File: src/rtl/core/hth_pkg.sv
`default_nettype none
// ----------------------------------------------------------------------------
// hth_pkg
// Shared widths, operation and status codes, and the command and status
// structs that join the hash table controller and datapath.
// ----------------------------------------------------------------------------
package hth_pkg;

    localparam int FUNC_W   = 2;
    localparam int KEY_W    = 31;
    localparam int SLOT_W   = 4;
    localparam int STATUS_W = 2;
    localparam int IDX_W    = 4;
    localparam int COUNT_W  = 5;

    localparam int DIV_W     = 32;
    localparam int MOD_BITS  = 4;
    localparam int MOD_SEL_W = 2;
    localparam int MOD_CNT_W = 3;
    localparam logic [MOD_CNT_W-1:0] MOD_LAST = 3'd7;

    localparam logic [COUNT_W-1:0] COUNT_MAX = 5'd31;

    localparam logic [FUNC_W-1:0] FN_INSERT = 2'd0;
    localparam logic [FUNC_W-1:0] FN_LOOKUP = 2'd1;
    localparam logic [FUNC_W-1:0] FN_READ   = 2'd2;

    localparam logic [STATUS_W-1:0] ST_OK       = 2'd0;
    localparam logic [STATUS_W-1:0] ST_FULL     = 2'd1;
    localparam logic [STATUS_W-1:0] ST_ZERO_KEY = 2'd2;

    typedef enum logic [2:0] {
        RES_NONE     = 3'd0,
        RES_ZERO_KEY = 3'd1,
        RES_INS_OK   = 3'd2,
        RES_FULL     = 3'd3,
        RES_LOOKUP   = 3'd4,
        RES_READ     = 3'd5
    } res_kind_t;

    typedef struct packed {
        logic      load;
        logic      clear;
        logic      mod_step;
        logic      probe;
        logic      scan;
        logic      read;
        logic      finish;
        res_kind_t kind;
    } cmd_t;

    typedef struct packed {
        logic [FUNC_W-1:0] req_func;
        logic              req_key_zero;
        logic              clr_last;
        logic              mod_last;
        logic              probe_hit;
        logic              probe_full;
        logic              scan_done;
        logic              out_busy;
    } sts_t;

endpackage
`default_nettype wire

File: src/rtl/core/hth_if.sv
`default_nettype none
// ----------------------------------------------------------------------------
// hth_if
// Request and response channels of the hash table: valid, ready and the
// payload of one request or one result.
// ----------------------------------------------------------------------------
interface hth_req_if;
    logic                        valid;
    logic                        ready;
    logic [hth_pkg::FUNC_W-1:0]  func;
    logic [hth_pkg::KEY_W-1:0]   key;
    logic [hth_pkg::SLOT_W-1:0]  slot;

    modport source (output valid, output func, output key, output slot, input ready);
    modport sink   (input valid, input func, input key, input slot, output ready);
endinterface

interface hth_rsp_if;
    logic                         valid;
    logic                         ready;
    logic [hth_pkg::STATUS_W-1:0] status;
    logic [hth_pkg::IDX_W-1:0]    where_index;
    logic                         found;
    logic [hth_pkg::COUNT_W-1:0]  match_count;
    logic [hth_pkg::KEY_W-1:0]    slot_value;

    modport source (output valid, output status, output where_index, output found,
                    output match_count, output slot_value, input ready);
    modport sink   (input valid, input status, input where_index, input found,
                    input match_count, input slot_value, output ready);
endinterface
`default_nettype wire

File: src/rtl/core/hth_ctrl.sv
`default_nettype none
// ----------------------------------------------------------------------------
// hth_ctrl
// Sequencer of the hash table: clearing pass, operation decode, remainder,
// probe, scan and read phases, and result hand-off.
// ----------------------------------------------------------------------------
module hth_ctrl (
    input  wire logic          clk,
    input  wire logic          rst_n,
    input  wire logic          req_valid,
    output logic               req_ready,
    input  wire hth_pkg::sts_t sts,
    output hth_pkg::cmd_t      cmd
);

    typedef enum logic [6:0] {
        S_CLEAR = 7'b0000001,
        S_IDLE  = 7'b0000010,
        S_MOD   = 7'b0000100,
        S_PROBE = 7'b0001000,
        S_SCAN  = 7'b0010000,
        S_READ  = 7'b0100000,
        S_DONE  = 7'b1000000
    } state_t;

    state_t             state_reg;
    state_t             state_next;
    hth_pkg::res_kind_t kind_reg;
    hth_pkg::res_kind_t kind_next;

    always_comb
    begin
        state_next = state_reg;
        kind_next  = kind_reg;
        req_ready  = 1'b0;
        cmd        = '0;
        cmd.kind   = kind_reg;
        unique case (state_reg)
            S_CLEAR:
            begin
                cmd.clear = 1'b1;
                if (sts.clr_last)
                begin
                    state_next = S_IDLE;
                end
            end
            S_IDLE:
            begin
                req_ready = 1'b1;
                cmd.load  = req_valid;
                if (req_valid)
                begin
                    priority if (sts.req_func == hth_pkg::FN_INSERT && !sts.req_key_zero)
                    begin
                        state_next = S_MOD;
                    end
                    else if (sts.req_func == hth_pkg::FN_LOOKUP && !sts.req_key_zero)
                    begin
                        state_next = S_SCAN;
                    end
                    else if (sts.req_func == hth_pkg::FN_READ)
                    begin
                        state_next = S_READ;
                    end
                    else if (sts.req_func == hth_pkg::FN_INSERT ||
                             sts.req_func == hth_pkg::FN_LOOKUP)
                    begin
                        kind_next  = hth_pkg::RES_ZERO_KEY;
                        state_next = S_DONE;
                    end
                    else
                    begin
                        kind_next  = hth_pkg::RES_NONE;
                        state_next = S_DONE;
                    end
                end
            end
            S_MOD:
            begin
                cmd.mod_step = 1'b1;
                if (sts.mod_last)
                begin
                    state_next = S_PROBE;
                end
            end
            S_PROBE:
            begin
                cmd.probe = 1'b1;
                priority if (sts.probe_hit)
                begin
                    kind_next  = hth_pkg::RES_INS_OK;
                    state_next = S_DONE;
                end
                else if (sts.probe_full)
                begin
                    kind_next  = hth_pkg::RES_FULL;
                    state_next = S_DONE;
                end
                else
                begin
                    state_next = S_PROBE;
                end
            end
            S_SCAN:
            begin
                cmd.scan = 1'b1;
                if (sts.scan_done)
                begin
                    kind_next  = hth_pkg::RES_LOOKUP;
                    state_next = S_DONE;
                end
            end
            S_READ:
            begin
                cmd.read   = 1'b1;
                kind_next  = hth_pkg::RES_READ;
                state_next = S_DONE;
            end
            S_DONE:
            begin
                if (!sts.out_busy)
                begin
                    cmd.finish = 1'b1;
                    state_next = S_IDLE;
                end
            end
            default:
            begin
                state_next = S_CLEAR;
            end
        endcase
    end

    always_ff @(posedge clk or negedge rst_n)
    begin
        if (!rst_n)
        begin
            state_reg <= S_CLEAR;
            kind_reg  <= hth_pkg::RES_NONE;
        end
        else
        begin
            state_reg <= state_next;
            kind_reg  <= kind_next;
        end
    end

endmodule
`default_nettype wire

File: src/rtl/core/hth_dpath.sv
`default_nettype none
// ----------------------------------------------------------------------------
// hth_dpath
// Datapath of the hash table: slot memory, four-bit-per-cycle weighted
// remainder unit, probe and scan address walk, match counting and the
// result register.
// ----------------------------------------------------------------------------
module hth_dpath #(
    parameter int TABLE_SIZE   = 16,
    parameter int STEP_MODULUS = 7
) (
    input  wire logic                         clk,
    input  wire logic                         rst_n,
    input  wire hth_pkg::cmd_t                cmd,
    output hth_pkg::sts_t                     sts,
    input  wire logic [hth_pkg::FUNC_W-1:0]   req_func,
    input  wire logic [hth_pkg::KEY_W-1:0]    req_key,
    input  wire logic [hth_pkg::SLOT_W-1:0]   req_slot,
    input  wire logic                         rsp_ready,
    output logic                              rsp_valid,
    output logic [hth_pkg::STATUS_W-1:0]      rsp_status,
    output logic [hth_pkg::IDX_W-1:0]         rsp_where_index,
    output logic                              rsp_found,
    output logic [hth_pkg::COUNT_W-1:0]       rsp_match_count,
    output logic [hth_pkg::KEY_W-1:0]         rsp_slot_value
);

    localparam int IW  = $clog2(TABLE_SIZE);
    localparam int HW  = IW + 1;
    localparam int KW  = $clog2(STEP_MODULUS);
    localparam int SHW = $clog2((hth_pkg::MOD_BITS + 1) * TABLE_SIZE);
    localparam int SKW = $clog2((hth_pkg::MOD_BITS + 1) * STEP_MODULUS);
    localparam int RED = $clog2(hth_pkg::MOD_BITS);
    localparam int CW  = $clog2(TABLE_SIZE + 1);

    logic [hth_pkg::KEY_W-1:0]     mem [TABLE_SIZE];
    logic [hth_pkg::KEY_W-1:0]     rdata_reg;
    logic                          mem_we;
    logic [IW-1:0]                 mem_waddr;
    logic [hth_pkg::KEY_W-1:0]     mem_wdata;
    logic                          mem_re;
    logic [IW-1:0]                 mem_raddr;

    logic [hth_pkg::KEY_W-1:0]     key_reg;
    logic [hth_pkg::SLOT_W-1:0]    slot_reg;
    logic                          slot_ok_reg;
    logic [hth_pkg::DIV_W-1:0]     shr_reg;
    logic [IW-1:0]                 rh_reg;
    logic [KW-1:0]                 rk_reg;
    logic [hth_pkg::MOD_CNT_W-1:0] mod_cnt_reg;
    logic [IW-1:0]                 pos_reg;
    logic [CW-1:0]                 probe_cnt_reg;
    logic                          chk_vld_reg;
    logic [IW-1:0]                 chk_pos_reg;
    logic [hth_pkg::IDX_W-1:0]     where_reg;
    logic [hth_pkg::COUNT_W-1:0]   mcnt_reg;
    logic                          out_vld_reg;

    logic [SHW-1:0]                rh_t;
    logic [SKW-1:0]                rk_t;
    logic [IW-1:0]                 wt_h [hth_pkg::DIV_W];
    logic [KW-1:0]                 wt_k [hth_pkg::DIV_W];
    logic [IW-1:0]                 step_tab [STEP_MODULUS];
    logic [IW-1:0]                 pos_inc;
    logic [HW-1:0]                 pos_sum;
    logic [IW-1:0]                 pos_adv;
    logic                          issue;
    logic                          walk;
    logic                          hit;
    logic                          match;

    for (genvar g = 0; g < STEP_MODULUS; g++)
    begin : g_step
        assign step_tab[g] = IW'((STEP_MODULUS - g) % TABLE_SIZE);
    end

    for (genvar g = 0; g < hth_pkg::DIV_W; g++)
    begin : g_wt
        assign wt_h[g] = IW'((64'd1 << g) % TABLE_SIZE);
        assign wt_k[g] = KW'((64'd1 << g) % STEP_MODULUS);
    end

    always_comb
    begin
        rh_t = SHW'(rh_reg);
        rk_t = SKW'(rk_reg);
        for (int b = 0; b < hth_pkg::MOD_BITS; b++)
        begin
            if (shr_reg[b])
            begin
                rh_t = rh_t + SHW'(wt_h[{mod_cnt_reg, hth_pkg::MOD_SEL_W'(b)}]);
                rk_t = rk_t + SKW'(wt_k[{mod_cnt_reg, hth_pkg::MOD_SEL_W'(b)}]);
            end
        end
        for (int k = RED; k >= 0; k--)
        begin
            if (rh_t >= SHW'(TABLE_SIZE << k))
            begin
                rh_t = rh_t - SHW'(TABLE_SIZE << k);
            end
            if (rk_t >= SKW'(STEP_MODULUS << k))
            begin
                rk_t = rk_t - SKW'(STEP_MODULUS << k);
            end
        end
    end

    always_comb
    begin
        walk    = cmd.probe || cmd.scan;
        pos_inc = cmd.scan ? IW'(1) : step_tab[rk_reg];
        pos_sum = {1'b0, pos_reg} + {1'b0, pos_inc};
        if (pos_sum >= HW'(TABLE_SIZE))
        begin
            pos_sum = pos_sum - HW'(TABLE_SIZE);
        end
        pos_adv = pos_sum[IW-1:0];
        issue   = walk && (probe_cnt_reg != CW'(TABLE_SIZE));
        hit     = cmd.probe && chk_vld_reg && (rdata_reg == '0);
        match   = cmd.scan && chk_vld_reg && (rdata_reg == key_reg);
    end

    always_comb
    begin
        mem_we    = cmd.clear || hit;
        mem_waddr = cmd.clear ? pos_reg : chk_pos_reg;
        mem_wdata = cmd.clear ? '0 : key_reg;
        mem_re    = issue || cmd.read;
        mem_raddr = cmd.read ? IW'(slot_reg) : pos_reg;
    end

    always_ff @(posedge clk)
    begin
        if (mem_we)
        begin
            mem[mem_waddr] <= mem_wdata;
        end
        if (mem_re)
        begin
            rdata_reg <= mem[mem_raddr];
        end
    end

    always_comb
    begin
        sts.req_func     = req_func;
        sts.req_key_zero = (req_key == '0);
        sts.clr_last     = (pos_reg == IW'(TABLE_SIZE - 1));
        sts.mod_last     = (mod_cnt_reg == hth_pkg::MOD_LAST);
        sts.probe_hit    = hit;
        sts.probe_full   = !hit && (probe_cnt_reg == CW'(TABLE_SIZE));
        sts.scan_done    = !chk_vld_reg && (probe_cnt_reg == CW'(TABLE_SIZE));
        sts.out_busy     = out_vld_reg && !rsp_ready;
    end

    always_ff @(posedge clk or negedge rst_n)
    begin
        if (!rst_n)
        begin
            pos_reg       <= '0;
            probe_cnt_reg <= '0;
            chk_vld_reg   <= 1'b0;
            mod_cnt_reg   <= '0;
            out_vld_reg   <= 1'b0;
        end
        else
        begin
            chk_vld_reg <= issue;
            if (cmd.clear)
            begin
                pos_reg <= sts.clr_last ? '0 : pos_reg + IW'(1);
            end
            else if (cmd.load)
            begin
                pos_reg       <= '0;
                probe_cnt_reg <= '0;
                mod_cnt_reg   <= '0;
            end
            else if (cmd.mod_step)
            begin
                mod_cnt_reg <= mod_cnt_reg + hth_pkg::MOD_CNT_W'(1);
                if (sts.mod_last)
                begin
                    pos_reg <= rh_t[IW-1:0];
                end
            end
            else if (issue)
            begin
                pos_reg       <= pos_adv;
                probe_cnt_reg <= probe_cnt_reg + CW'(1);
            end
            if (cmd.finish)
            begin
                out_vld_reg <= 1'b1;
            end
            else if (rsp_ready)
            begin
                out_vld_reg <= 1'b0;
            end
        end
    end

    always_ff @(posedge clk)
    begin
        if (cmd.load)
        begin
            key_reg   <= req_key;
            slot_reg  <= req_slot;
            shr_reg   <= {1'b0, req_key};
            rh_reg    <= '0;
            rk_reg    <= '0;
            where_reg <= '0;
            mcnt_reg  <= '0;
        end
        if (cmd.mod_step)
        begin
            shr_reg <= shr_reg >> hth_pkg::MOD_BITS;
            rh_reg  <= rh_t[IW-1:0];
            rk_reg  <= rk_t[KW-1:0];
        end
        if (issue)
        begin
            chk_pos_reg <= pos_reg;
        end
        if (hit)
        begin
            where_reg <= hth_pkg::IDX_W'(chk_pos_reg);
        end
        if (match)
        begin
            if (mcnt_reg == '0)
            begin
                where_reg <= hth_pkg::IDX_W'(chk_pos_reg);
            end
            if (mcnt_reg != hth_pkg::COUNT_MAX)
            begin
                mcnt_reg <= mcnt_reg + hth_pkg::COUNT_W'(1);
            end
        end
        if (cmd.read)
        begin
            slot_ok_reg <= (32'(slot_reg) < TABLE_SIZE);
        end
        if (cmd.finish)
        begin
            rsp_status      <= hth_pkg::ST_OK;
            rsp_where_index <= '0;
            rsp_found       <= 1'b0;
            rsp_match_count <= '0;
            rsp_slot_value  <= '0;
            unique case (cmd.kind)
                hth_pkg::RES_NONE:
                begin
                    rsp_status <= hth_pkg::ST_OK;
                end
                hth_pkg::RES_ZERO_KEY:
                begin
                    rsp_status <= hth_pkg::ST_ZERO_KEY;
                end
                hth_pkg::RES_INS_OK:
                begin
                    rsp_where_index <= where_reg;
                end
                hth_pkg::RES_FULL:
                begin
                    rsp_status <= hth_pkg::ST_FULL;
                end
                hth_pkg::RES_LOOKUP:
                begin
                    rsp_where_index <= where_reg;
                    rsp_found       <= (mcnt_reg != '0);
                    rsp_match_count <= mcnt_reg;
                end
                hth_pkg::RES_READ:
                begin
                    rsp_slot_value <= slot_ok_reg ? rdata_reg : '0;
                end
                default:
                begin
                    rsp_status <= hth_pkg::ST_OK;
                end
            endcase
        end
    end

    assign rsp_valid = out_vld_reg;

endmodule
`default_nettype wire

File: src/rtl/core/hash_table_double_hashing.sv
`default_nettype none
// ----------------------------------------------------------------------------
// hash_table_double_hashing
// Open-addressing hash table with double hashing: insert, lookup and slot
// read over a request/response channel pair.
// ----------------------------------------------------------------------------
// After reset the block sweeps the slot memory to zero, one slot a cycle, so
// it takes no request until the sweep is done. Requests are handled one at a
// time and the result sits in an output register, so the next request is
// taken as soon as the block is idle. A read passes through the read and done
// states before its result is registered, and a rejected or unused request
// goes straight to the done state. A lookup walks every slot through the
// memory read port. An insert first reduces the key by TABLE_SIZE and
// STEP_MODULUS four bits a cycle, then probes one slot a cycle with the read
// data registered, with at most TABLE_SIZE probes.
module hash_table_double_hashing #(
    parameter int TABLE_SIZE   = 16,
    parameter int STEP_MODULUS = 7
) (
    input wire logic clk,
    input wire logic rst_n,
    hth_req_if.sink  req,
    hth_rsp_if.source rsp
);

    hth_pkg::cmd_t cmd;
    hth_pkg::sts_t sts;

    hth_ctrl u_ctrl (
        .clk       (clk),
        .rst_n     (rst_n),
        .req_valid (req.valid),
        .req_ready (req.ready),
        .sts       (sts),
        .cmd       (cmd)
    );

    hth_dpath #(
        .TABLE_SIZE   (TABLE_SIZE),
        .STEP_MODULUS (STEP_MODULUS)
    ) u_dpath (
        .clk             (clk),
        .rst_n           (rst_n),
        .cmd             (cmd),
        .sts             (sts),
        .req_func        (req.func),
        .req_key         (req.key),
        .req_slot        (req.slot),
        .rsp_ready       (rsp.ready),
        .rsp_valid       (rsp.valid),
        .rsp_status      (rsp.status),
        .rsp_where_index (rsp.where_index),
        .rsp_found       (rsp.found),
        .rsp_match_count (rsp.match_count),
        .rsp_slot_value  (rsp.slot_value)
    );

endmodule
`default_nettype wire
File: src/flat_wrapper.sv
// flat-port wrapper written by rule: the top's interface ports become plain ports
module hash_table_double_hashing_flat 
#(
    parameter int TABLE_SIZE   = 16,
    parameter int STEP_MODULUS = 7
)
  (clk, rst_n, req_valid, req_func, req_key, req_slot, req_ready, rsp_valid, rsp_status, rsp_where_index, rsp_found, rsp_match_count, rsp_slot_value, rsp_ready);
  hth_req_if req_i ();
  hth_rsp_if rsp_i ();
  input wire logic clk;
  input wire logic rst_n;
  input wire logic [$bits(req_i.valid)-1:0] req_valid;
  input wire logic [$bits(req_i.func)-1:0] req_func;
  input wire logic [$bits(req_i.key)-1:0] req_key;
  input wire logic [$bits(req_i.slot)-1:0] req_slot;
  output wire logic [$bits(req_i.ready)-1:0] req_ready;
  output wire logic [$bits(rsp_i.valid)-1:0] rsp_valid;
  output wire logic [$bits(rsp_i.status)-1:0] rsp_status;
  output wire logic [$bits(rsp_i.where_index)-1:0] rsp_where_index;
  output wire logic [$bits(rsp_i.found)-1:0] rsp_found;
  output wire logic [$bits(rsp_i.match_count)-1:0] rsp_match_count;
  output wire logic [$bits(rsp_i.slot_value)-1:0] rsp_slot_value;
  input wire logic [$bits(rsp_i.ready)-1:0] rsp_ready;
  assign req_i.valid = req_valid;
  assign req_i.func = req_func;
  assign req_i.key = req_key;
  assign req_i.slot = req_slot;
  assign req_ready = req_i.ready;
  assign rsp_valid = rsp_i.valid;
  assign rsp_status = rsp_i.status;
  assign rsp_where_index = rsp_i.where_index;
  assign rsp_found = rsp_i.found;
  assign rsp_match_count = rsp_i.match_count;
  assign rsp_slot_value = rsp_i.slot_value;
  assign rsp_i.ready = rsp_ready;
  hash_table_double_hashing #(.TABLE_SIZE(TABLE_SIZE), .STEP_MODULUS(STEP_MODULUS)) u_core (.clk(clk), .rst_n(rst_n), .req(req_i), .rsp(rsp_i));
endmodule
File: config.mk
export PLATFORM = sky130hd
export DESIGN_NAME = hash_table_double_hashing_flat
export DESIGN_NICKNAME = d
export VERILOG_FILES = /design/src/rtl/core/hth_pkg.sv /design/src/rtl/core/hth_if.sv /design/src/rtl/core/hth_ctrl.sv /design/src/rtl/core/hth_dpath.sv /design/src/rtl/core/hash_table_double_hashing.sv /design/src/flat_wrapper.sv
export SDC_FILE = /design/constraint.sdc
export NUM_CORES = 1
export LEC_CHECK = 0
export BUFFER_PORTS_ARGS = -buffer_cell sky130_fd_sc_hd__buf_2
export CAP_MARGIN = 20
export CORE_UTILIZATION = 42
export DETAILED_ROUTE_END_ITERATION = 6
export PLACE_DENSITY = 0.55
export SETUP_SLACK_MARGIN = 0.05
export SLEW_MARGIN = 20
export SYNTH_ARGS = -nofsm -noshare
export SYNTH_HDL_FRONTEND = slang
export SYNTH_SLANG_ARGS = --single-unit
File: constraint.sdc
create_clock -name clk -period 15.4 [get_ports clk]
set_input_delay 4.62 -clock clk [delete_from_list [all_inputs] [get_ports clk]]
set_output_delay 4.62 -clock clk [all_outputs]
set_load 0.01 [all_outputs]
==> summary.md <==
| Metric | Value |
|---|---|
| Status | `completed` |
| Worst EP required | `15.84 ns` |
| Max incr delay on CP | `0.84 ns` |
| Critical Path Source Type | `flip-flop` |
| Maxcap violations | `0` |
| Sink Count | `680` |
| Area contributors post-synth | `edfxtp_1 (67%), nand2_1 (5.2%), a211oi_1 (4.3%)` |
| Max Fanout on Critical Path | `16` |
| Die width | `265 microns` |
| Vias in the first global route | `17,300` |
| Post-synth top flop | `edfxtp_1` |
| GRT Residual Overflow | `0` |
| Total Wirelength | `75,800 microns` |
| Initial Util | `0.427` |
| Postcts setup bufs | `0` |
| Critical Path Source | `u_core.u_dpath.mod_cnt_reg[0]` |
| Port-buffer cells | `85` |
| Hold Path Class | `reg -> reg` |
| Via-to-Cell Ratio | `5.72` |
| Top reg by flops | `u_core.u_dpath.mem` |
| Layout cell share with drive strength beyond 1 | `0.118` |
| Clock latency on the worst-skew pair | `0.62 ns` |
| Worst-path clk slew | `0.06 ns` |
| Setup TNS | `0 ns` |
| Largest net degree at the start of global routing | `209` |
| Multi-input logic area | `0.00836 sq mm` |
| Antenna viol nets, final | `0` |
| Final setup violation count | `0` |
| DRC errors left | `0` |
| Power density over the cells | `190 mW/mm^2` |
| Register area | `0.0202 sq mm` |
| Max Clk Rate | `121 MHz` |
| Final Slew Violations | `0` |
| Top Ports | `86` |
| Synthesized area per cell | `13.3 sq um` |
| Max FFs per register | `496` |
| Crit path kind | `reg -> reg` |
| Clock Path Buffers | `3` |
| Worst slack, placed | `7.18 ns` |
| DR vias | `18,100` |
| Worst r2r src | `u_core.u_dpath.mod_cnt_reg[0]` |
| FILL cells | `5,841` |
| Post_cts resized | `0` |
| Worst setup EP type | `flip-flop` |
| Critical path's slowest cell | `nor3_2` |
| Slew of the pin with the lowest slew margin | `1.16 ns` |
| Gr usage total | `0.216` |
| Most used cell, CP | `ha_1` |
| Post-cts hold buffer count | `0` |
| Final critical-path required period | `8.28 ns` |
| Worst Slack Setup Final | `7.12 ns` |
| Final hold slack | `0.460 ns` |
| Synth Warn # | `0` |
| Most frequent cell after synthesis | `edfxtp_1` |
| RSZ-0062 raised after global routing | `no` |
| Final period util | `0.537` |
| DP HPWL | `42,800 microns` |
| Flop and latch count out of synthesis | `680` |
| Worst VDD drop | `106 uV` |
| Root cell of the clock tree | `clkbuf_16` |
| Cts bufs inserted | `73` |
| Drt pass-1 iters | `5` |
| Syn_nets | `2,253` |
| Top cell type by total area after synthesis | `edfxtp_1` |
| Clock skew | `0.0263 ns` |
| CTS tree | `done` |
| Commonest cells in the netlist | `edfxtp_1 (644), nand2_1 (398), and2_1 (198)` |
| Worst hold start | `u_core.u_dpath.shr_reg[28]` |
| Antenna diodes | `0` |
| # rows | `95` |
| Static Leakage | `11.1 nW` |
| Die Ht | `265 microns` |
| Initial antenna violation count | `1` |
| DR iter-0 viols | `1,401` |
| Area grow syn2layout | `13.0%` |
| Post-synth EDFFs | `644` |
| Core box area | `0.0678 sq mm` |
| Post-Syn Area | `0.0290 sq mm` |
| Unique masters post-synth | `74` |
| Worst Path Arrival | `8.72 ns` |
| NumNets Final | `2,313` |
| Endpoints failing hold | `0` |
| FFs w/ async S/R, synth | `0.0353` |
| Synth Instances | `2,173` |
| First-pass GRT wire length | `112,000 microns` |
| DIE AREA | `0.0700 sq mm` |
| DR WL/cell | `24.0 microns` |
| GPL Wtd Cong | `0.816` |
| CTS HTree Levels | `3` |
| Top cell type's share of synthesized area | `0.668` |
| Max transition margin | `0.228` |
| Sequential fraction of the synthesis area | `0.697` |
==> cells in the final DEF, fill, tap and decap left out, types with 19 or more instances in the layout <==
master,Yosys,routed
a211oi_1,165,165
a21oi_1,92,89
a311oi_1,63,63
a31oi_1,68,68
and2_1,198,198
buf_2,8,85
buf_4,2,32
clkbuf_16,0,75
dfrtp_1,23,23
edfxtp_1,644,644
ha_1,34,34
inv_1,20,19
nand2_1,398,396
nor2_1,53,40
nor4_1,21,21
o21ai_0,21,21
xnor2_1,22,22
xor2_1,28,28
==> critical path, delay by kind of cell (launching register included) <==
family | cells | cell delay [ns]
fa+ha+maj | 7 | 2.55
compound gates | 10 | 2.22
xor+xnor | 2 | 0.41
simple gates | 7 | 2.14
buf+inv | 1 | 0.08
flops | 1 | 0.41
mux | 1 | 0.29
==> final timing paths <==
kind,endpoint,slack [ns],cells after the start
max,u_core.u_dpath.rk_reg[1],7.12,28
min,u_core.u_dpath.shr_reg[28],0.46,2
max reg2reg,u_core.u_dpath.rk_reg[1],7.12,28
min reg2reg,u_core.u_dpath.shr_reg[28],0.46,2
max in group asynchronous,u_core.u_dpath.pos_reg[1],11.00,1
min in group asynchronous,u_core.u_dpath.rsp_valid,4.01,1
==> power breakdown <==
group          internal, W  switching (W)
Sequential         0.00242      0.0000862
Clock              0.00100       0.000712
Combinational     0.000629        0.00137
==> layout make-up <==
class	count	share of cell area
inverters	21	0.00241
repair buffers	118	0.0209
well taps	873	0.0334
flip-flops and latches	680	0.616
multi-input cells	1339	0.255
clock inverters	42	0.0120
clock buffers	91	0.0595
==> kinds of logic after synthesis <==
group	count (synthesis)	share of synthesized area
xor+xnor	50	0.0151
mux	27	0.0108
buf+inv	154	0.0211
fa+ha+maj	39	0.0181
flops	680	0.697
compound gates	465	0.112
simple gates	758	0.126
==> metal layers <==
metal,GRT usage,part of all wire,up-vias
met3,0.0307,0.046,131
met2,0.343,0.47,500
met4,0.0773,0.030,0
met5,0,0,-
met1,0.302,0.45,9130
li1,-,-,8338
==> metrics by stage <==
step / cell area [sq um] / util / std cells / total power [W]
after global routing: 32700 / 0.483 / 3164 / 0.00655
after detailed placement: 30400 / 0.449 / 3031 / 0.00455
final: 32700 / 0.483 / 3164 / 0.00622
after global placement: 30400 / 0.449 / 3031 / 0.00451
after CTS: 32700 / 0.483 / 3164 / 0.00627
after floorplan: 29000 / - / 2173 / 0.00395
Note: power is estimated with default switching activity, not from simulation.
